### config.mk
export PLATFORM = sky130hd
export DESIGN_NAME = spec_update
export DESIGN_NICKNAME = d
export VERILOG_FILES = /design/src/rtl/core/spec_pkg.sv /design/src/rtl/core/spec_update.sv
export SDC_FILE = /design/constraint.sdc
export NUM_CORES = 1
export LEC_CHECK = 0
export ABC_AREA = 1
export BUFFER_PORTS_ARGS = -buffer_cell sky130_fd_sc_hd__buf_4
export CAP_MARGIN = 20
export CORE_MARGIN = 5
export CORE_UTILIZATION = 42
export DETAILED_ROUTE_END_ITERATION = 7
export SLEW_MARGIN = 5
export SYNTH_ARGS = -nofsm -noshare
export SYNTH_HDL_FRONTEND = slang
export SYNTH_SLANG_ARGS = --single-unit
export TNS_END_PERCENT = 1
### constraint.sdc
create_clock -name clk -period 9 [get_ports clk]
set_input_delay 1.8 -clock clk [delete_from_list [all_inputs] [get_ports clk]]
set_output_delay 1.8 -clock clk [all_outputs]
set_load 0.01 [all_outputs]
### src/rtl/core/spec_pkg.sv
// Shared types and constants of the sphere pair collision unit
package spec_pkg;

  localparam int CW_DEFAULT = 16;

  // Contact test selection
  localparam logic MODE_BOX      = 1'b0;
  localparam logic MODE_DISTANCE = 1'b1;
  localparam logic CONTACT_MODE_RESET = MODE_DISTANCE;

  // Register index as decoded from paddr[2]
  localparam logic REG_CONTACT_MODE = 1'b0;

  typedef enum logic [1:0] {
    OUT_NONE       = 2'd0,
    OUT_SEPARATING = 2'd1,
    OUT_COLLIDED   = 2'd2,
    OUT_MASSLESS   = 2'd3
  } outcome_t;

  // Control that rides along with each item
  typedef struct packed {
    outcome_t   outcome;
    logic [2:0] neg;
  } ctl_t;

endpackage

### src/rtl/core/spec_update.sv
// Output stage: apply velocity changes, saturate and hold the result item
module spec_update import spec_pkg::*; #(
  parameter int CW = CW_DEFAULT
) (
  input  logic            clk,
  input  logic            rst,
  input  logic            en,
  input  logic            in_valid,
  input  ctl_t            ctl,
  input  logic [3*CW-1:0] va,
  input  logic [3*CW-1:0] vb,
  input  logic [CW+1:0]   qa [3],
  input  logic [CW+1:0]   qb [3],
  output logic            out_valid,
  output logic [3*CW-1:0] new_a,
  output logic [3*CW-1:0] new_b,
  output outcome_t        outcome
);

  localparam int SW = CW + 4;
  localparam logic signed [SW-1:0] SMAX = (SW'(1) <<< (CW - 1)) - SW'(1);
  localparam logic signed [SW-1:0] SMIN = -SMAX - SW'(1);

  logic signed [SW-1:0] sa, sb, ea, eb, fa, fb;
  logic [CW-1:0]        ca, cb;
  logic [3*CW-1:0]      na_c, nb_c;

  always_comb begin
    na_c = va;
    nb_c = vb;
    sa = '0; sb = '0; ea = '0; eb = '0; fa = '0; fb = '0; ca = '0; cb = '0;
    if (ctl.outcome == OUT_COLLIDED) begin
      for (int i = 0; i < 3; i++) begin
        ca = va[i*CW +: CW];
        cb = vb[i*CW +: CW];
        sa = SW'($signed(ca));
        sb = SW'($signed(cb));
        ea = $signed({2'b00, qa[i]});
        eb = $signed({2'b00, qb[i]});
        if (ctl.neg[i]) begin
          fa = sa + ea;
          fb = sb - eb;
        end else begin
          fa = sa - ea;
          fb = sb + eb;
        end
        // Clamp to the component range
        if (fa > SMAX)      na_c[i*CW +: CW] = SMAX[CW-1:0];
        else if (fa < SMIN) na_c[i*CW +: CW] = SMIN[CW-1:0];
        else                na_c[i*CW +: CW] = fa[CW-1:0];
        if (fb > SMAX)      nb_c[i*CW +: CW] = SMAX[CW-1:0];
        else if (fb < SMIN) nb_c[i*CW +: CW] = SMIN[CW-1:0];
        else                nb_c[i*CW +: CW] = fb[CW-1:0];
      end
    end
  end

  always_ff @(posedge clk) begin
    if (rst) begin
      out_valid <= 1'b0;
    end else if (en) begin
      out_valid <= in_valid;
    end
    if (en) begin
      new_a   <= na_c;
      new_b   <= nb_c;
      outcome <= ctl.outcome;
    end
  end

endmodule

Word-level counts from Yosys, hierarchy flattened --
Index checks and enable logic that the tools add are counted.
Operators by class: $lt $le $gt $ge 12, add/subtract/negate cells 12, div/mod/pow operators 0, bitwise gates (word level) 0, shift operators 0, equal/unequal tests 1, reduce and logical (&&, ||, !) cells 0, $mul 0, multiplexer cells 26
Operator list (number):
- 2-to-1 mux 20 bit | 12
- 2-to-1 mux 16 bit | 12
- adder 16 x 19 -> 20 bit | 6
- greater-than comparator 20 x 16 -> 1 bit (second input constant) | 6
- less-than comparator 20 x 16 -> 1 bit (second input constant) | 6
- subtractor 16 x 19 -> 20 bit | 6
- 2-to-1 mux 48 bit | 2
- equality test 2 bit (second input constant) | 1
Storage, ports and cells: output and inout port bits 99, logic and storage cells 55, bits in writable memories 0, input port bits 213, memories kept 0, bits in read-only memories 0, flip-flop bits (word level) 99, bits in latches 0

Logic depth before layout (Yosys ltp) --
depth after elaboration 7, gate-level depth with buffers 26, gate-level depth less buffers 25

Worst setup path after synthesis --
Ideal clock, no wire load.
path type input port to flip-flop, start in qb[18] in the netlist's numbering, end reg new_b[21], data pin, library setup time 0.256 ns, path buffers 1, arrival 4.539 ns, setup slack 4.205 ns, stages 22, data required time 8.744 ns, cells stage by stage inv_1 -> ha_1 -> nand2_1 -> nor2_1 -> nand2_1 -> nor2_1 -> nand3_1 -> o31ai_1 -> o21ai_0 -> xnor2_1 -> ha_1 -> a21oi_1 -> o21ai_0 -> a21oi_1 -> nand2_1 -> nand2_1 -> nand2_1 -> nor2_1 -> nand2_1 -> a21oi_4 -> buf_6 -> a21oi_2
Between the ends: longest elaborated chain between the ends 7, elaborated cells between the ends (all ways) 9, those cells by class add/sub: 2; order compare: 2; mux: 5
RTL lines:
- start: declaration | RTL line spec_update.sv:13 | input logic [CW+1:0] qb [3],
- adder 16 x 19 -> 20 bit / subtractor 16 x 19 -> 20 bit (equally long branches) | RTL line spec_update.sv:45, spec_update.sv:42
- 2-to-1 mux 20 bit (*) | RTL line spec_update.sv:40 | if (ctl.neg[i]) begin
- 2-to-1 mux 20 bit (*) | RTL line spec_update.sv:32 | if (ctl.outcome == OUT_COLLIDED) begin
- less-than comparator 20 x 16 -> 1 bit | RTL line spec_update.sv:52 | else if (fb < SMIN) nb_c[i*CW +: CW] = SMIN[CW-1:0];
- 2-to-1 mux 16 bit | RTL line spec_update.sv:52
- 2-to-1 mux 16 bit (*) | RTL line spec_update.sv:51 | if (fb > SMAX) nb_c[i*CW +: CW] = SMAX[CW-1:0];
- 2-to-1 mux 48 bit (*) | RTL line spec_update.sv:32
- named net nb_c[21] | RTL line spec_update.sv:26 | logic [3*CW-1:0] na_c, nb_c;
- end signal: assignment | RTL line spec_update.sv:66 | new_b <= nb_c;
- end: declaration | RTL line spec_update.sv:16 | output logic [3*CW-1:0] new_b,
The timed path passes the listed nets; every way through them passes the cells marked *. The select of a mux whose other input is x is not followed. A chain may end at the register's enable or synchronous reset.

Worst setup path in the final report --
start in qb[18] in the netlist's numbering, end reg new_b[19], data pin
The elaborated chain is that of the path after synthesis.

==> metrics list <==
- The synthesized netlist occupies a cell area of approximately 14000 sq um.
- After clock tree synthesis, the repair step resized 0 gates.
- Final cell area excluding filler cells: between 15000 and 20000 sq um
* Cell count after synthesis: ~2200
- In this design, the stage delay of the slowest critical-path cell is ~540 ps.
- Yosys warning count: 0
* Total Neg Setup Slack: 0 ps
- Worst endpoint data arrival time: 5460 ps
- In this run the count of I/O pins placed on the die edge is between 300 and 400.
- Std-Cell Rows: 67
- Most instantiated flip-flop cell in the synthesis netlist: sky130_fd_sc_hd__edfxtp_1
- The library cells used most frequently in the layout, excluding fill and tap cells, are sky130_fd_sc_hd__nand2_1, sky130_fd_sc_hd__buf_4, sky130_fd_sc_hd__nor2_1.
- Reported leakage power: 8.689 nW
- Class of the tightest hold or removal check: register to register
- Overall Global Routing Usage: 0.2383
- Initial antenna violation count: 2
- For this run, design rule violations remaining after detail routing come to 0.
- Die area: approximately 38000 sq um
* Count of nets left with antenna violations after detail routing: 0
* Global route total overflow: 0
* Worst hold margin: ~520 ps
- Switching share of power: 0.4473
* Largest fanout of any net on the critical path: 15
- For the final database, setup skew stands at 0 ps.
- Synthesized netlist net count: about 2500
- The critical path in this run is classified as input port to register.
- Final-stage net count: about 2800
- In this run the tightest slew margin relative to its limit is 0.3523.
- Number of endpoints failing setup at the final stage: 0
- Deepest clock path buffer count: 2
- Of the available clock period, the critical path in the final layout requires 0.5948.
- At the pin with the least slew margin, the transition time is between 900 and 1000 ps.
* Worst Setup End Kind: register
- Proportion of power drawn by combinational gates: 0.563
* Critical Path RT: approximately 9000 ps
* Peak VDD IR: around 0.1 mV
- The flow ran to the end, and the final reports show no timing, DRC or antenna violations.
* Vertical die dimension: ~190 microns
* Most frequent cell on the critical path: sky130_fd_sc_hd__nand2_1
- Counting the fill cells in the layout gives 3486.
- Average routed wire per standard cell: between 15 and 20 microns
- The max-slew violation total from the final report was 0.
- In this run, synthesis inferred roughly 100 flip-flops with an integrated enable.
* Sequential area share after synthesis: 0.2086
* CTS clock-pin slew for the worst setup and hold paths: roughly 80 ps
- Most area-consuming cells after synthesis: sky130_fd_sc_hd__edfxtp_1, sky130_fd_sc_hd__nand2_1, sky130_fd_sc_hd__ha_1
- The count of buffers added on input and output ports is roughly 310.
- From synthesis to final layout, the design area changed by 21.19%.
- Of the cells placed in the final design, the portion with a size suffix greater than 1 is 0.1768.
* Crit path max-delay cell type: sky130_fd_sc_hd__a21oi_4
* Placed wire-length estimate after detailed placement: 37910 microns
- Buf+Inv Stages, Crit Path: 2
- In this run, the number of DRC markers left after iteration 0 of detailed routing was about 830.
- After detailed placement, the total cell area comes to around 17000 sq um.
- Final standard cell count with taps included and fillers excluded: 2939
- Starting Density: 0.4247
- Routability-driven placement finished with a final weighted congestion of about 0.90.
* CTS hold repair buffers: 0
- Insertion delay of the later-clocked pin in the worst-skew pair: between 300 and 400 ps
- Period minus WS final: around 5400 ps
- The via count of the first global-routing pass was 14740.
* Via Count: around 15000
- CP cell instances: buf_4 > inv_1 > ha_1 > nand2_1 > nor2_1 > nand2_1 > nor2_1 > nand3_1 > o31ai_1 > o21ai_0 > xnor2_1 > ha_1 > a21oi_1 > o21ai_0 > a21oi_1 > nand2_1 > nand2_1 > nand2_1 > nor2_1 > nand2_1 > a21oi_4 > a21oi_1
- H-tree depth: 3
- The share of total power dissipated in sequential elements is 0.258.
- Of the post-synthesis cell area, the dominant cell type holds 0.2072.
- TritonCTS built the clock tree.
- Element type at the critical path start: input port
- Power Density: ~130 nW/um^2
- Counting tap cells, the placed design contains a total of around 2900 instances.
- After detailed routing, the total wire length is roughly 46000 microns.
- For this run, asynchronously set or reset flops after synthesis account for 0.
* Internal cell power: between 1 and 1.5 mW
- The number of clock buffers added by TritonCTS is 9.
- The first detailed-routing pass ran for 5 iterations.
- Setup repair after global routing left no endpoint under its margin.
* Number of post-CTS setup repair buffers: 0
* Most common cell after layout, fill and taps aside: sky130_fd_sc_hd__nand2_1
- Power consumption: between 2 and 2.5 mW
* Final Hold Viols: 0
- Via-per-instance ratio: roughly 5
- For this design the total switching power over the nets is roughly 1.0 mW.
* # Max-Cap Violations: 0
- The clock drives between 90 and 100 sinks.
- Mean Syn Cell Area: ~6.5 sq um
- Entering global routing, the biggest net connects between 60 and 70 pins.
- Total of flip-flops plus latches after synthesis: 99
- Share of total power in the clock network: 0.179
- Kind of cell with the highest combined delay on the critical path: compound AO/OA/AOI/OAI gates
- Root Buffer: sky130_fd_sc_hd__clkbuf_16
* Largest area contributor in the netlist: sky130_fd_sc_hd__edfxtp_1
- Number of unique standard cell types used by synthesis: 42
- First-pass GRT wire length: 74610 microns
- Based on the critical path, the design can be clocked at up to about 190 MHz.
* Width of the die: around 190 microns
* Core Footprint: 33450 sq um
worst register-to-register path: stages, from the launching register on:
cell                      delay [ps]
sky130_fd_sc_hd__dfxtp_1         320
sky130_fd_sc_hd__mux2i_1         130
sky130_fd_sc_hd__nor2_1           50
cells in the mapped netlist, drive strengths merged (5+ instances only):
cell type	n
buf	12
nor4	7
fa	6
inv	262
nand3	144
and2	6
nand4	22
clkbuf	20
edfxtp	98
o21bai	7
o21ai	80
xnor2	64
ha	123
a31oi	5
xor2	115
nand2	645
nor2	285
or2	12
o31ai	9
nand3b	6
a21oi	226
nor3	25
path summary, 6_finish.rpt:
kind / start / endpoint / slack, ps / cells after the start
hold reg to reg: out_valid$_SDFFE_PP0P_ / out_valid$_SDFFE_PP0P_ / 520 / 2
hold / removal: out_valid$_SDFFE_PP0P_ / out_valid$_SDFFE_PP0P_ / 520 / 2
setup / recovery: qb[18] / new_b[19]$_DFFE_PP_ / 3650 / 22
setup reg to reg: out_valid$_SDFFE_PP0P_ / out_valid$_SDFFE_PP0P_ / 8400 / 2
flip-flops by register name, indices dropped and copies added (netlist names):
register   count
new_a         48
new_b         48
out_valid      1
outcome        2
per-stage QoR:
| step | utilization | setup WS [ps] |
|---|---|---|
| after global placement | 0.5060 | 3404 |
| after floorplan | - | 4205 |
| after global routing | 0.5147 | 3300 |
| final | 0.5147 | 3647 |
| after detailed placement | 0.5060 | 3294 |
| after CTS | 0.5145 | 3707 |
power by group through the flow:
stage | sequential, mW | combinational, mW | clock (mW)
5_1_grt | 0.598 | 1.46 | 0.446
3_3_place_gp | 0.604 | 1.29 | 0
4_1_cts | 0.593 | 1.30 | 0.426
3_5_place_dp | 0.603 | 1.29 | 0
6_report | 0.592 | 1.29 | 0.412
2_1_floorplan | 0.630 | 0.869 | 0
layout make-up:
cell class,instances,area [sq um],share of cell area
diodes,2,5.005,0.0002907
inverters,265,994.7,0.05778
clock inverters,7,61.31,0.003561
well taps,448,560.5,0.03256
flip-flops and latches,99,2963,0.1721
repair buffers,314,2357,0.1369
clock buffers,9,225.2,0.01308
multi-input cells,1795,10050,0.5837
per-layer routing:
layer / share of wire / wire, microns / vias up / GRT usage
met4: 0.020 / 935 / 0 / 0.06536
met2: 0.47 / 21590 / 373 / 0.4119
met1: 0.46 / 20900 / 6730 / 0.3099
met3: 0.052 / 2406 / 47 / 0.03805
met5: 0 / 0 / - / 0
li1: - / - / 7746 / -
logic make-up after synthesis:
group	synth area share
adders and majority gates	0.1168
muxes	0.0007047
buffers and inverters	0.08456
AOI/OAI and AO/OA	0.1349
and+or+nand+nor	0.3436
DFF	0.2086
xor gates and xnor gates	0.1109
No activity file was read; power rests on OpenSTA's default activity.
